==> src/rtl/core/rcsd_pkg.sv <==
// Shared types and constants of the RC stick command decoder.
package rcsd_pkg;

    // Stick and switch levels.
    localparam logic [10:0] CH_CENTER    = 11'd1024;
    localparam logic [10:0] THR_ZERO     = 11'd353;
    localparam logic [10:0] MODE_LOW     = 11'd500;
    localparam logic [10:0] MODE_HIGH    = 11'd1200;
    localparam logic [10:0] DISARM_LEVEL = 11'd900;

    // Gesture hold lengths in frames.
    localparam logic [7:0] ARM_HOLD_FRAMES   = 8'd20;
    localparam logic [7:0] CALIB_HOLD_FRAMES = 8'd50;

    // x / 671 = (x * RECIP_671) >> 35, exact for x below 2^26.
    localparam logic [25:0] RECIP_671 = 26'd51206764;
    // x / 10 = (x * RECIP_10) >> 21, exact for x below 2^18.
    localparam logic [17:0] RECIP_10  = 18'd209716;

    typedef enum logic [2:0] {
        CFG_ROLL_MAX  = 3'd0,
        CFG_PITCH_MAX = 3'd1,
        CFG_YAW_MAX   = 3'd2,
        CFG_CLIMB_MAX = 3'd3,
        CFG_PWM_MAX   = 3'd4
    } t_cfg_idx;

    typedef struct packed {
        logic [15:0] roll_max;
        logic [15:0] pitch_max;
        logic [15:0] yaw_rate_max;
        logic [15:0] climb_max;
        logic [15:0] pwm_max;
    } t_cfg;

    typedef struct packed {
        logic [10:0] ch_roll;
        logic [10:0] ch_throttle;
        logic [10:0] ch_pitch;
        logic [10:0] ch_yaw;
        logic [10:0] ch_mode;
        logic [10:0] ch_disarm;
        logic        calib_pending;
    } t_frame;

    // Switch fields that ride along with the stick math.
    typedef struct packed {
        logic [10:0] ch_mode;
        logic [10:0] ch_disarm;
        logic        calib_pending;
    } t_side;

    // Sign and magnitude of each scaled stick, truncated toward zero.
    typedef struct packed {
        logic        roll_neg;
        logic [16:0] roll_mag;
        logic        pitch_neg;
        logic [16:0] pitch_mag;
        logic        yaw_neg;
        logic [16:0] yaw_mag;
        logic        climb_neg;
        logic [16:0] climb_mag;
        logic        thr_neg;
        logic [16:0] thr_mag;
    } t_scaled;

    // Stage advance strobes.
    typedef struct packed {
        logic s1;
        logic s2;
        logic s3;
    } t_pipe_en;

endpackage

==> src/rtl/core/rcsd_cmd.sv <==
// Deadbands, mode and arming state, gesture counters and the result register.
module rcsd_cmd import rcsd_pkg::*; (
    input  logic               i_clk,
    input  logic               i_rst_n,
    input  t_pipe_en           i_en,
    input  t_cfg               i_cfg,
    input  t_scaled            i_scaled,
    input  t_side              i_side,
    output logic signed [17:0] o_roll_cmd,
    output logic signed [17:0] o_pitch_cmd,
    output logic signed [17:0] o_yaw_cmd,
    output logic signed [17:0] o_climb_cmd,
    output logic signed [17:0] o_throttle_pwm,
    output logic               o_alt_hold,
    output logic               o_pos_hold,
    output logic               o_armed,
    output logic               o_arm_event,
    output logic               o_calib_set
);

    function automatic logic [20:0] times10(input logic [16:0] q);
        return 21'({q, 3'b000}) + 21'({q, 1'b0});
    endfunction

    function automatic logic [16:0] band10(input logic [16:0] q, input logic [15:0] maxv);
        return (times10(q) < 21'(maxv)) ? 17'd0 : q;
    endfunction

    // True when 2 * mag > max.
    function automatic logic is_big(input logic [16:0] mag, input logic [15:0] maxv);
        return 18'({mag, 1'b0}) > 18'(maxv);
    endfunction

    function automatic logic [17:0] to_cmd(input logic neg, input logic [16:0] mag);
        logic [17:0] u;
        u = {1'b0, mag};
        return neg ? (18'd0 - u) : u;
    endfunction

    function automatic logic [7:0] sat_inc(input logic [7:0] c);
        return (c == 8'hFF) ? c : c + 8'd1;
    endfunction

    logic [17:0] yaw_band3;
    logic [17:0] yaw_off_num;
    logic [35:0] yaw_off_prod;
    logic [14:0] r_yaw_off;

    logic [16:0] roll_mag, pitch_mag, yaw_mag, climb_mag;
    logic        roll_low, pitch_high, pitch_low, yaw_high, climb_low, climb_high;
    logic        arm_gest, calib_gest, armed_mid;
    logic [7:0]  arm_inc, calib_inc;

    logic        r_alt_hold, n_alt_hold;
    logic        r_pos_hold, n_pos_hold;
    logic        r_armed, n_armed;
    logic [7:0]  r_arm_cnt, n_arm_cnt;
    logic [7:0]  r_calib_cnt, n_calib_cnt;
    logic        n_arm_event, n_calib_set;
    logic [17:0] r_roll, r_pitch, r_yaw, r_climb, r_thr;
    logic        r_arm_event, r_calib_set;

    // Yaw band offset ceil(3 * max / 10), derived from the register.
    assign yaw_band3    = {1'b0, i_cfg.yaw_rate_max, 1'b0} + 18'(i_cfg.yaw_rate_max);
    assign yaw_off_num  = yaw_band3 + 18'd9;
    assign yaw_off_prod = yaw_off_num * RECIP_10;

    always_ff @(posedge i_clk) begin
        r_yaw_off <= yaw_off_prod[35:21];
    end

    always_comb begin
        roll_mag  = band10(i_scaled.roll_mag,  i_cfg.roll_max);
        pitch_mag = band10(i_scaled.pitch_mag, i_cfg.pitch_max);
        climb_mag = band10(i_scaled.climb_mag, i_cfg.climb_max);
        // Shifted band: subtract the band from values outside it.
        if (times10(i_scaled.yaw_mag) <= 21'(yaw_band3)) begin
            yaw_mag = 17'd0;
        end else begin
            yaw_mag = i_scaled.yaw_mag - 17'(r_yaw_off);
        end

        roll_low   = i_scaled.roll_neg   & is_big(roll_mag,  i_cfg.roll_max);
        pitch_high = !i_scaled.pitch_neg & is_big(pitch_mag, i_cfg.pitch_max);
        pitch_low  = i_scaled.pitch_neg  & is_big(pitch_mag, i_cfg.pitch_max);
        yaw_high   = !i_scaled.yaw_neg   & is_big(yaw_mag,   i_cfg.yaw_rate_max);
        climb_low  = i_scaled.climb_neg  & is_big(climb_mag, i_cfg.climb_max);
        climb_high = !i_scaled.climb_neg & is_big(climb_mag, i_cfg.climb_max);
    end

    always_comb begin
        n_alt_hold = r_alt_hold;
        n_pos_hold = r_pos_hold;
        // Exactly on a zone edge: hold the old mode.
        if (i_side.ch_mode < MODE_LOW) begin
            n_alt_hold = 1'b0;
            n_pos_hold = 1'b0;
        end else if (i_side.ch_mode > MODE_LOW && i_side.ch_mode < MODE_HIGH) begin
            n_alt_hold = 1'b1;
            n_pos_hold = 1'b0;
        end else if (i_side.ch_mode > MODE_HIGH) begin
            n_alt_hold = 1'b1;
            n_pos_hold = 1'b1;
        end

        armed_mid   = (i_side.ch_disarm > DISARM_LEVEL) ? 1'b0 : r_armed;
        arm_gest    = roll_low & pitch_high & yaw_high & climb_low;
        arm_inc     = sat_inc(r_arm_cnt);
        n_armed     = armed_mid;
        n_arm_event = 1'b0;
        if (arm_gest) begin
            n_arm_cnt = arm_inc;
            if (arm_inc > ARM_HOLD_FRAMES && !armed_mid) begin
                n_armed     = 1'b1;
                n_arm_event = 1'b1;
            end
        end else begin
            n_arm_cnt = 8'd0;
        end

        calib_gest  = !n_armed & roll_low & pitch_low & yaw_high & climb_high;
        calib_inc   = sat_inc(r_calib_cnt);
        n_calib_cnt = r_calib_cnt;
        n_calib_set = 1'b0;
        if (calib_gest) begin
            // Hold the count while a calibration is already pending.
            if (!i_side.calib_pending) begin
                n_calib_cnt = calib_inc;
                n_calib_set = (calib_inc > CALIB_HOLD_FRAMES);
            end
        end else begin
            n_calib_cnt = 8'd0;
        end
    end

    always_ff @(posedge i_clk) begin
        if (!i_rst_n) begin
            r_alt_hold  <= 1'b0;
            r_pos_hold  <= 1'b0;
            r_armed     <= 1'b0;
            r_arm_cnt   <= 8'd0;
            r_calib_cnt <= 8'd0;
        end else if (i_en.s3) begin
            r_alt_hold  <= n_alt_hold;
            r_pos_hold  <= n_pos_hold;
            r_armed     <= n_armed;
            r_arm_cnt   <= n_arm_cnt;
            r_calib_cnt <= n_calib_cnt;
        end
    end

    always_ff @(posedge i_clk) begin
        if (i_en.s3) begin
            r_roll      <= to_cmd(i_scaled.roll_neg,  roll_mag);
            r_pitch     <= to_cmd(i_scaled.pitch_neg, pitch_mag);
            r_yaw       <= to_cmd(i_scaled.yaw_neg,   yaw_mag);
            r_climb     <= to_cmd(i_scaled.climb_neg, climb_mag);
            r_thr       <= to_cmd(i_scaled.thr_neg,   i_scaled.thr_mag);
            r_arm_event <= n_arm_event;
            r_calib_set <= n_calib_set;
        end
    end

    assign o_roll_cmd     = r_roll;
    assign o_pitch_cmd    = r_pitch;
    assign o_yaw_cmd      = r_yaw;
    assign o_climb_cmd    = r_climb;
    assign o_throttle_pwm = r_thr;
    assign o_alt_hold     = r_alt_hold;
    assign o_pos_hold     = r_pos_hold;
    assign o_armed        = r_armed;
    assign o_arm_event    = r_arm_event;
    assign o_calib_set    = r_calib_set;

endmodule

==> config.mk <==
export PLATFORM = sky130hd
export DESIGN_NAME = rcsd_cmd
export DESIGN_NICKNAME = d
export VERILOG_FILES = /design/src/rtl/core/rcsd_pkg.sv /design/src/rtl/core/rcsd_cmd.sv
export SDC_FILE = /design/constraint.sdc
export NUM_CORES = 1
export LEC_CHECK = 0
export BUFFER_PORTS_ARGS = -buffer_cell sky130_fd_sc_hd__buf_2
export CAP_MARGIN = 20
export CORE_MARGIN = 8
export CORE_UTILIZATION = 30
export CTS_BUF_LIST = sky130_fd_sc_hd__clkbuf_8
export DETAILED_ROUTE_END_ITERATION = 8
export PLACE_DENSITY = 0.58
export SLEW_MARGIN = 0
export SYNTH_ARGS = -nofsm -noshare
export SYNTH_HDL_FRONTEND = slang
export SYNTH_SLANG_ARGS = --single-unit
==> constraint.sdc <==
create_clock -name i_clk -period 11.88 [get_ports i_clk]
set_input_delay 1.782 -clock i_clk [delete_from_list [all_inputs] [get_ports i_clk]]
set_output_delay 1.782 -clock i_clk [all_outputs]
set_load 0.02 [all_outputs]
* After elaboration in Yosys (flattened, before gate mapping)
Index checks and enable logic that the tools add are counted.
** Word-level totals
- Register bits after elaboration :: 126
- Latch bits :: 0
- Memory bits (writable) :: 0
- Bits in read-only memories :: 0
- Input port bits :: 198
- Output and inout port bits :: 95
- Logic and storage cells :: 99
- Memories kept :: 0
** Operators by class
- $add $sub $neg :: 14
- $mul :: 1
- Div/mod/pow operators :: 0
- Magnitude comparators :: 15
- Equal/unequal tests :: 3
- Shifts and indexed selects :: 0
- Multiplexer cells :: 23
- Bitwise gates (word level) :: 14
- Reductions and logical operators :: 11
** Operators with widths (number)
- 17-bit two-way mux :: 9
- 1-bit by 17-bit subtractor with 18-bit output (first input constant) :: 5
- 20-bit by 18-bit adder with 21-bit output :: 4
- 18-bit by 16-bit greater-than comparator with 1-bit output :: 4
- 21-bit by 16-bit less-than comparator with 1-bit output :: 3
- 8-bit two-way mux :: 5
- 18-bit by 16-bit multiplier with 34-bit output (second input constant) :: 1
- 21-bit by 18-bit <= comparator with 1-bit output :: 1
- 17-bit by 16-bit adder with 18-bit output :: 1
- 18-bit by 4-bit adder with 18-bit output (second input constant) :: 1
- 17-bit by 15-bit subtractor with 17-bit output :: 1
- 8-bit by 1-bit adder with 8-bit output (second input constant) :: 2
- 8-bit == test (second input constant) :: 2
- 1-bit bitwise AND :: 13
- 11-bit by 10-bit greater-than comparator with 1-bit output (second input constant) :: 1
- 11-bit greater-than comparator (second input constant) :: 1
- 11-bit by 9-bit greater-than comparator with 1-bit output (second input constant) :: 1
- 11-bit less-than comparator (second input constant) :: 1
- 11-bit by 9-bit less-than comparator with 1-bit output (second input constant) :: 1
- 1-bit two-way mux :: 9
- 8-bit by 5-bit greater-than comparator with 1-bit output (second input constant) :: 1
- 8-bit by 6-bit greater-than comparator with 1-bit output (second input constant) :: 1
- 1-bit zero test :: 5
- 2-bit AND reduction :: 2
- 5 further kinds :: 6

* Depth between registers and ports, before layout
Gate-level depths: netlist (run 1).
- Word-level depth :: 16
- Gate-level depth with buffers :: 34
- Depth with buffers taken out :: 33

* Worst setup path before layout (run 1)
Ideal clock, no wire load.
- Kind :: in2reg
- Start :: in i_cfg[32] in the netlist's numbering
- End :: reg r_yaw_off[13]
- Library setup time :: 0.127 ns
- Arrival time :: 9.322 ns
- Path slack :: 2.431 ns
- Stages on the path :: 31
- Cells stage by stage :: ha_1 fa_1 a21oi_1 nand3b_1 and3_1 o21ai_0 a21oi_1 xor2_1 or4bb_1 nor4_1 nand3_1 xor2_1 ha_1 ha_1 inv_1 fa_1 fa_1 fa_1 inv_1 fa_1 ha_1 inv_1 o21ai_0 a31o_2 a21oi_1 o31a_1 o21ai_0 o211a_1 a21oi_1 o21ai_0 xor2_1
** Between the ends
- Word-level cells in the longest chain between the ends :: 3
** RTL lines
- start, declared :: line rcsd_cmd.sv:6 : input t_cfg i_cfg,
- 17-bit by 16-bit adder with 18-bit output :: line rcsd_cmd.sv:64 : assign yaw_band3 = {1'b0, i_cfg.yaw_rate_max, 1'b0} + 18'(i_cfg.yaw_rate_max);
- 18-bit by 4-bit adder with 18-bit output :: line rcsd_cmd.sv:65 : assign yaw_off_num = yaw_band3 + 18'd9;
- 18-bit by 16-bit multiplier with 34-bit output :: line rcsd_cmd.sv:66 : assign yaw_off_prod = yaw_off_num * RECIP_10;
- net yaw_off_prod[34] :: line rcsd_cmd.sv:46 : logic [35:0] yaw_off_prod;
- end signal, assigned :: line rcsd_cmd.sv:69 : r_yaw_off <= yaw_off_prod[35:21];
- end, declared :: line rcsd_cmd.sv:47 : logic [14:0] r_yaw_off;
The timed path passes the listed nets, and every way through them passes these cells.
A chain may end at the register's enable or synchronous reset.

* Worst setup path after layout (run 1)
Same ends and word-level chain as after synthesis.

==> flow_summary.json, run 1 <==
{
  "nNetsFinal": 3143,
  "r2r_cells": 19,
  "reg2reg_slack_ns": 7.22,
  "dp_hpwl_um": 48000,
  "yosys.area.top_type_share": 0.233,
  "r2r-end": "r_arm_cnt[0]",
  "clock_latency_ns": 0.49,
  "cp_slowest_cell": "a221oi_1",
  "grt_use_total": 0.152,
  "grt_setup_unrepaired": "false",
  "drtIter0Drc": 843,
  "ant_nets": 0,
  "tns_ns": 0,
  "tightest_slew_ns": 1.01,
  "whs_path_depth": 2,
  "die_height_um": 269,
  "syn-num-nets": 2881,
  "numCtsBuffers": 17,
  "crit_arrival_ns": 10.44,
  "grt_pass1_wl_um": 89300,
  "worst-setup-path-type": "input port to flop",
  "ys_top_cells_by_area": "ha_1 23%, edfxtp_1 14%, fa_1 10%",
  "syn_avg_cell_area_um2": 8.66,
  "dr.pass1.iters": 4,
  "whs_endpoint": "o_alt_hold",
  "fin_util": 0.344,
  "ys_types": 87,
  "synth_ff_type": "edfxtp_1",
  "maxCapViolCount": 0,
  "grt-ovfl-total": 0,
  "place.gp.congestion": 0.870,
  "synth_warnings": 0,
  "rows": 93,
  "crit_required_ns": 12.26,
  "hp-start": "o_alt_hold",
  "grt_max_degree": 49,
  "period_minus_slack_ns": 10.07,
  "die_w_um": 269,
  "async_reset_ff_frac": 0,
  "cts_tree": "yes",
  "grt_antenna_before_repair": 20,
  "port_buffers": 274,
  "dieArea_um2": 72500,
  "outcome": "complete, no violations",
  "vias": 16488,
  "finalSetupViolCount": 0,
  "cts.sinks": 126,
  "synth_edf_count": 92,
  "viasPerCell": 4.91,
  "routed_wl_um": 55600,
  "cts_hold_buffers": 0,
  "hold_viol": 0,
  "critPathMaxFanout": 7,
  "min_period_over_period": 0.848,
  "ys_ff_latch": 126,
  "synth.most_common_cell": "ha_1",
  "drc": 0,
  "htree_levels": 4,
  "slew_viol_final": 0,
  "fin_skew_ns": 0.0136,
  "cts_resized": 0,
  "grt_pass1_vias": 16522,
  "drt-wirelength-per-cell_um": 16.6,
  "drive_gt1_frac": 0.142,
  "relSlewSlack": 0.326,
  "synth_cells": 2224,
  "area_growth_pct": 14.2,
  "min_path_type": "flop to flop",
  "r2r-start": "r_yaw_off[0]",
  "ys_top_cells_by_count": "359 x ha_1, 322 x inv_1, 147 x nand2_1",
  "yosysSeqAreaShare": 0.179,
  "fmax_mhz": 99.3,
  "core_um2": 64000,
  "crit_top_cell": "fa_1",
  "cts.clk_slew.worst_paths_ns": 0.09,
  "worstSetupEndpointType": "flop",
  "clock_path_buffers": 2,
  "synth_area_um2": 19300,
  "critPathLaunchType": "input port",
  "cts_post_setup_buffers_inserted": 0,
  "critPathMaxStageDelay_ns": 0.59,
  "root_buffer": "clkbuf_8",
  "io_pins": 293,
  "initial_core_util": 0.301,
  "synth_largest_area_cell": "ha_1"
}
[cells in the final DEF, fill, tap and decap left out, drive strengths merged, types with 23 or more instances in the layout]
master,n
ha,359
inv,325
buf,278
nand2,148
a21oi,129
nor2,119
o21ai,119
xnor2,110
fa,100
edfxtp,92
nand3,61
nor3,55
xor2,49
and2,46
a21o,43
dfxtp,34
nand2b,31
or3,31
nor2b,25
and3,25
o21a,24
o31ai,23
[state kept, by name, summed over array words and instances, names as in the netlist, 8 cells and up]
signal,flops
r_arm_cnt,8
o_pitch_cmd,18
o_yaw_cmd,18
o_climb_cmd,18
o_roll_cmd,18
r_calib_cnt,8
o_throttle_pwm,18
r_yaw_off,15
[worst max-delay path: cells and delay by family]
family / cells / cell delay [ns]
AO/OA/AOI/OAI: 10 / 2.42
XOR/XNOR: 3 / 0.77
adder cells (fa/ha/maj): 9 / 3.77
buffers and inverters: 3 / 0.26
AND/OR/NAND/NOR: 5 / 1.44
[worst max path at each step]
stage,from,to,slack (ns),cells after the start
final,i_cfg[32],r_yaw_off[13],1.81,30
after global routing,i_cfg[32],r_yaw_off[13],1.28,31
after CTS,i_cfg[32],r_yaw_off[13],1.88,30
after detailed placement,i_cfg[32],r_yaw_off[13],1.37,30
after global placement,i_cfg[32],r_yaw_off[13],1.33,30
after floorplan,i_cfg[32],r_yaw_off[13],2.43,31
[cells by family after synthesis]
logic type                 count (synthesis)  share of synthesized area
and+or+nand+nor                          615                      0.162
DFF                                      126                      0.179
xor gates and xnor gates                 159                     0.0723
buffers and inverters                    357                     0.0705
muxes                                      8                    0.00448
adders and majority gates                460                      0.338
AOI/OAI and AO/OA                        499                      0.173
[cell type report]
type / count / area, um2
Inverter: 322 / 1210
Fill cell: 6747 / 42000
Timing Repair Buffer: 278 / 1400
Multi-Input combinational cell: 1741 / 14500
Clock buffer: 17 / 234
Tap cell: 855 / 1070
Sequential cell: 126 / 3440
Clock inverter: 15 / 163
Antenna cell: 3 / 7.51
[per-layer routing]
metal / wire length (um) / up-vias / track usage
met5: 97 / - / 0
met4: 1480 / 18 / 0.0489
met3: 3370 / 80 / 0.0358
met2: 26100 / 366 / 0.260
met1: 24600 / 7623 / 0.187
li1: - / 8401 / -
[per-stage QoR]
step	hold slack [ns]	area (um2)	instances	setup slack, ns
2_1_floorplan	0.479	19300	2224	2.43
3_3_place_gp	0.501	21600	3322	1.33
3_5_place_dp	0.509	21600	3322	1.37
4_1_cts	0.523	22000	3354	1.88
5_1_grt	0.555	22000	3354	1.28
6_report	0.529	22000	3357	1.81
Power of run 1 is left out: the tool's default activity adds up to more than one toggle a clock period on the data nets, which glitch-free logic cannot reach.
==> run 2, diff against run 1 <==
--- a/config.mk
+++ b/config.mk
@@ -5,13 +5,14 @@
 export SDC_FILE = /design/constraint.sdc
 export NUM_CORES = 1
 export LEC_CHECK = 0
+export ABC_AREA = 1
 export BUFFER_PORTS_ARGS = -buffer_cell sky130_fd_sc_hd__buf_2
 export CAP_MARGIN = 20
 export CORE_MARGIN = 8
 export CORE_UTILIZATION = 30
 export CTS_BUF_LIST = sky130_fd_sc_hd__clkbuf_8
 export DETAILED_ROUTE_END_ITERATION = 8
-export PLACE_DENSITY = 0.58
+export PLACE_DENSITY = 0.59
 export SLEW_MARGIN = 0
 export SYNTH_ARGS = -nofsm -noshare
 export SYNTH_HDL_FRONTEND = slang
==> constraint.sdc (replaced) <==
create_clock -name i_clk -period 8.2 [get_ports i_clk]
set_input_delay 1.23 -clock i_clk [delete_from_list [all_inputs] [get_ports i_clk]]
set_output_delay 1.23 -clock i_clk [all_outputs]
set_load 0.02 [all_outputs]
==> run 2 against run 1 <==
Net effect: sequential share of layout area shrank 1.5 points; largest cell class unchanged; critical path type unchanged; first-iteration DRC count grew 37%; critical path depth up 4.
==> flow_summary.json, run 2 <==
{
  "rows": 95,
  "cts.clk_slew.worst_paths_ns": 0.09,
  "grt_antenna_before_repair": 24,
  "port_buffers": 274,
  "yosysSeqAreaShare": 0.171,
  "cts_tree": "yes",
  "synth.most_common_cell": "nand2_1",
  "worst-setup-path-type": "input port to flop",
  "slew_viol_final": 0,
  "place_area_um2": 23500,
  "synth_cells": 2630,
  "crit_top_cell": "fa_1",
  "die_height_um": 275,
  "critPathLaunchType": "input port",
  "grt_pass1_vias": 18368,
  "fillers": 7036,
  "viasPerCell": 4.72,
  "worstSetupEndpointType": "flop",
  "grt_pass1_wl_um": 95900,
  "clock_path_buffers": 2,
  "routed_wl_um": 60700,
  "ant_nets": 0,
  "period_minus_slack_ns": 7.98,
  "ys_types": 69,
  "fin_skew_ns": 0.0200,
  "synth_edf_count": 92,
  "hold_viol": 0,
  "multi_input_area_um2": 15000,
  "syn_avg_cell_area_um2": 7.63,
  "synth_warnings": 0,
  "drtIter0Drc": 1154,
  "relSlewSlack": 0.329,
  "numCtsBuffers": 17,
  "crit_required_ns": 8.63,
  "dp_hpwl_um": 51900,
  "min_path_type": "flop to flop",
  "ys_top_cells_by_area": "ha_1 22%, edfxtp_1 14%, fa_1 10%",
  "critPathMaxFanout": 3,
  "grt_use_total": 0.159,
  "outcome": "complete, no violations",
  "crit_arrival_ns": 8.41,
  "ys_ff_latch": 126,
  "whs_endpoint": "r_arm_cnt[3]",
  "vias": 18639,
  "cp_slowest_cell": "fa_1",
  "tns_ns": 0,
  "root_buffer": "clkbuf_8",
  "core_um2": 66700,
  "initial_core_util": 0.301,
  "min_period_over_period": 0.973,
  "synth_area_um2": 20100,
  "nNetsFinal": 3717,
  "finalSetupViolCount": 0,
  "cts.sinks": 126,
  "async_reset_ff_frac": 0,
  "r2r-end": "r_calib_cnt[2]",
  "final_cell_mix": "504 x nand2_1, 477 x inv_1, 342 x ha_1, 273 x buf_2, 186 x nor2_1",
  "synth_largest_area_cell": "ha_1",
  "dieArea_um2": 75500,
  "hp-start": "r_arm_cnt[3]",
  "reg2reg_slack_ns": 3.62,
  "dp_cells": 3907,
  "grt_max_degree": 80,
  "dr.pass1.iters": 5,
  "drc": 0,
  "clock_latency_ns": 0.51,
  "whs_path_depth": 2,
  "r2r-start": "r_yaw_off[0]",
  "io_pins": 293,
  "die_w_um": 275,
  "ys_top_cells_by_count": "507 x nand2_1, 482 x inv_1, 359 x ha_1",
  "design_area_um2": 24300,
  "drt-wirelength-per-cell_um": 15.4,
  "drive_gt1_frac": 0.195,
  "regArea_um2": 3440,
  "mostFrequentLayoutCell": "nand2_1",
  "holdWs_ns": 0.506,
  "htree_levels": 4,
  "grt-ovfl-total": 0,
  "tightest_slew_ns": 1.01,
  "fin_cells": 3952,
  "maxCapViolCount": 0,
  "fmax_mhz": 125,
  "yosys.area.top_type_share": 0.224,
  "syn-num-nets": 3287,
  "synth_ff_type": "edfxtp_1",
  "area_growth_pct": 20.9,
  "cts_hold_buffers": 0,
  "place.gp.congestion": 0.926,
  "r2r_cells": 24,
  "critPathMaxStageDelay_ns": 0.56,
  "crit_start": "i_cfg[32]"
}
[run 2: cell count changes after synthesis, moves of 31 or more]
cell      previous run  this run
nand2_1            147       507
nor2_1             117       188
xnor2_1            110        60
and2_1              46         3
o21ai_0            116        81
xor2_1              49       106
inv_1              322       482
nand3_1             61       136
or3_1               31         0
nand2b_1            31         0
a21o_1              43        10
a21oi_1            125       179
[run 2: final cells by class]
cell class,count,share of cell area
tap,873,0.0450
sequential,126,0.142
clock buffer,17,0.00964
inverter,490,0.0759
antenna,6,0.000618
timing repair buffer,432,0.105
multi-input combinational,1993,0.616
clock inverter,15,0.00572
[run 2: worst max-delay path, delay by kind of cell]
kind                     cells  cell delay [ns]
AO/OA/AOI/OAI                4             0.68
XOR/XNOR                     2             0.38
adder cells (fa/ha/maj)      9             3.46
buffers and inverters        6             0.48
AND/OR/NAND/NOR             13             2.16
[run 2: how the worst max path moves through the flow]
stage / endpoint / cells past startpoint
final: r_yaw_off[14] / 34
after global routing: r_yaw_off[8] / 37
after CTS: r_yaw_off[12] / 35
after detailed placement: r_yaw_off[12] / 35
after global placement: r_yaw_off[12] / 35
after floorplan: r_yaw_off[12] / 32
[run 2: metrics by stage]
step	utilization	setup WS, ns
after floorplan	-	0.0345
after global placement	0.353	-0.260
after detailed placement	0.353	-0.378
after CTS	0.359	0.186
after global routing	0.364	-0.0611
final	0.364	0.219
[run 2: timing repair]
action,CTS,global route
resized for setup,0,45
buffers inserted,0,7
endpoints found under the setup margin,0,9
[run 2: cells by family (layout without fill, tap and decap cells)]
kind of cell	Yosys count	count (layout)	share of synthesized area
mux	1	1	0.000561
compound gates	370	370	0.108
xor+xnor	166	166	0.0724
fa+ha+maj	459	459	0.323
other cells	0	6	0
buf+inv	511	954	0.0997
simple gates	997	997	0.225
flops	126	126	0.171
[run 2: layer usage]
layer  share of wire  track usage  vias to the layer above
met5          0.0027            0                        -
met4           0.012       0.0258                       28
met3           0.073       0.0461                       70
met2            0.45        0.255                      443
met1            0.47        0.214                     8524
li1                -            -                     9574
Power of run 2 is left out for the same reason.
==> run 3, diff against run 2 <==
--- a/config.mk
+++ b/config.mk
@@ -12,7 +12,7 @@
 export CORE_UTILIZATION = 30
 export CTS_BUF_LIST = sky130_fd_sc_hd__clkbuf_8
 export DETAILED_ROUTE_END_ITERATION = 8
-export PLACE_DENSITY = 0.59
+export PLACE_DENSITY = 0.57
 export SLEW_MARGIN = 0
 export SYNTH_ARGS = -nofsm -noshare
 export SYNTH_HDL_FRONTEND = slang
==> constraint.sdc (replaced) <==
create_clock -name i_clk -period 9.48 [get_ports i_clk]
set_input_delay 1.422 -clock i_clk [delete_from_list [all_inputs] [get_ports i_clk]]
set_output_delay 1.422 -clock i_clk [all_outputs]
set_load 0.02 [all_outputs]
==> run 3 against run 2 <==
Net effect: wire length fell by 2.4%; register-to-register slack improved by 1.1 ns; hold slack got worse by 0.024 ns; first-iteration DRC count fell by 20%; setup slack improved by 0.51 ns; core utilization fell by 2.1 points; via count fell by 4.0%; sequential share of layout area rose by 0.85 points; critical endpoint is now r_yaw_off[13]; largest cell class unchanged.
==> flow_summary.json, run 3 (synthesis results as in run 2) <==
{
  "crit_arrival_ns": 9.11,
  "fin_skew_ns": 0.0150,
  "reg2reg_slack_ns": 4.72,
  "cp_slowest_cell": "fa_1",
  "grt_pass1_wl_um": 94200,
  "ant_nets": 0,
  "grt_use_total": 0.157,
  "dp_hpwl_um": 51200,
  "cts_tree": "yes",
  "relSlewSlack": 0.519,
  "grt-ovfl-total": 0,
  "numCtsBuffers": 17,
  "core_um2": 66700,
  "period_minus_slack_ns": 8.75,
  "min_path_type": "flop to flop",
  "cts_post_setup_buffers_inserted": 0,
  "critPathMaxFanout": 5,
  "nNetsFinal": 3571,
  "clock_path_buffers": 2,
  "path_buf_inv": 6,
  "initial_core_util": 0.301,
  "dr.pass1.iters": 5,
  "finalWorstSetupSlack_ns": 0.733,
  "port_buffers": 274,
  "critPathLaunchType": "input port",
  "worstSetupEndpointType": "flop",
  "cts_hold_buffers": 0,
  "maxCapViolCount": 0,
  "tightest_slew_ns": 0.713,
  "finalSetupViolCount": 0,
  "routed_wl_um": 59200,
  "htree_levels": 4,
  "mostFrequentLayoutCell": "nand2_1",
  "fmax_mhz": 114,
  "critPathMaxStageDelay_ns": 0.59,
  "drtIter0Drc": 919,
  "grt_max_degree": 45,
  "dp_worst_setup_slack_ns": 0.210,
  "cts.sinks": 126,
  "drive_gt1_frac": 0.139,
  "tns_ns": 0,
  "crit_required_ns": 9.84,
  "cts.clk_slew.worst_paths_ns": 0.08,
  "root_buffer": "clkbuf_8",
  "hold_viol": 0,
  "drc": 0,
  "worst-setup-path-type": "input port to flop",
  "dieArea_um2": 75500,
  "viasPerCell": 4.70,
  "die_w_um": 275,
  "min_period_over_period": 0.923,
  "grt_setup_unrepaired": "false",
  "die_height_um": 275,
  "place.gp.congestion": 0.918,
  "grt_pass1_vias": 17823,
  "slew_viol_final": 0,
  "vias": 17902,
  "final_cell_mix": "507 x nand2_1, 482 x inv_1, 359 x ha_1, 273 x buf_2, 188 x nor2_1",
  "cts_resized": 0,
  "dp_cells": 3768,
  "area_growth_pct": 14.1,
  "rows": 95,
  "clock_latency_ns": 0.50,
  "fin_cells": 3807,
  "grt_antenna_before_repair": 25,
  "io_pins": 293,
  "outcome": "complete, no violations",
  "drt-wirelength-per-cell_um": 15.6,
  "critical_path.top_delay_family": "adder cells"
}
## run 3: metal layers
layer / track usage / vias up / part of all wire
li1: - / 9273 / -
met1: 0.211 / 8174 / 0.48
met2: 0.254 / 356 / 0.45
met3: 0.0381 / 69 / 0.056
met4: 0.0308 / 30 / 0.013
met5: 0 / - / 0.0030
## run 3: worst register-to-register path, cell delays in order (launching register included)
cell and delay (ns):
dfxtp_1 0.32, ha_1 0.17, inv_1 0.09, fa_1 0.19, nand2_1 0.05, inv_1 0.06
o21ai_0 0.07, nand2_1 0.11, inv_1 0.07, o21ai_0 0.38, a21boi_0 0.22, o21ai_0 0.30
xor2_1 0.22, or2_4 0.18, inv_1 0.06, ha_1 0.29, nand4_1 0.13, a21oi_1 0.17
nor3_1 0.06, o21ai_0 0.15, o41ai_1 0.12, nand2_2 0.12, nand4_1 0.47, nand4_4 0.40
nand2_1 0.11, nand2_1 0.08, nand2_1 0.04, nor2_1 0.08
## run 3: through the flow
stage | hold slack (ns) | cell area (um2) | util
CTS | 0.484 | 22900 | 0.343
global route | 0.528 | 22900 | 0.343
finish | 0.482 | 22900 | 0.343
detailed placement | 0.465 | 22500 | 0.337
floorplan | 0.471 | 20100 | -
global placement | 0.457 | 22500 | 0.337
## run 3: worst paths after layout
kind	startpoint	to	depth (start not counted)
setup reg to reg	r_yaw_off[0]	r_calib_cnt[2]	27
setup / recovery	i_cfg[33]	r_yaw_off[13]	35
hold reg to reg	o_pos_hold	o_pos_hold	2
hold / removal	o_pos_hold	o_pos_hold	2
## run 3: area by class of cell
class / instances / area (um2)
Clock inverter: 14 / 168
Sequential cell: 126 / 3440
Multi-Input combinational cell: 1993 / 14600
Fill cell: 7126 / 43800
Inverter: 490 / 1840
Timing Repair Buffer: 286 / 1460
Clock buffer: 18 / 248
Tap cell: 873 / 1090
Antenna cell: 7 / 17.5
Power of run 3 is left out for the same reason.
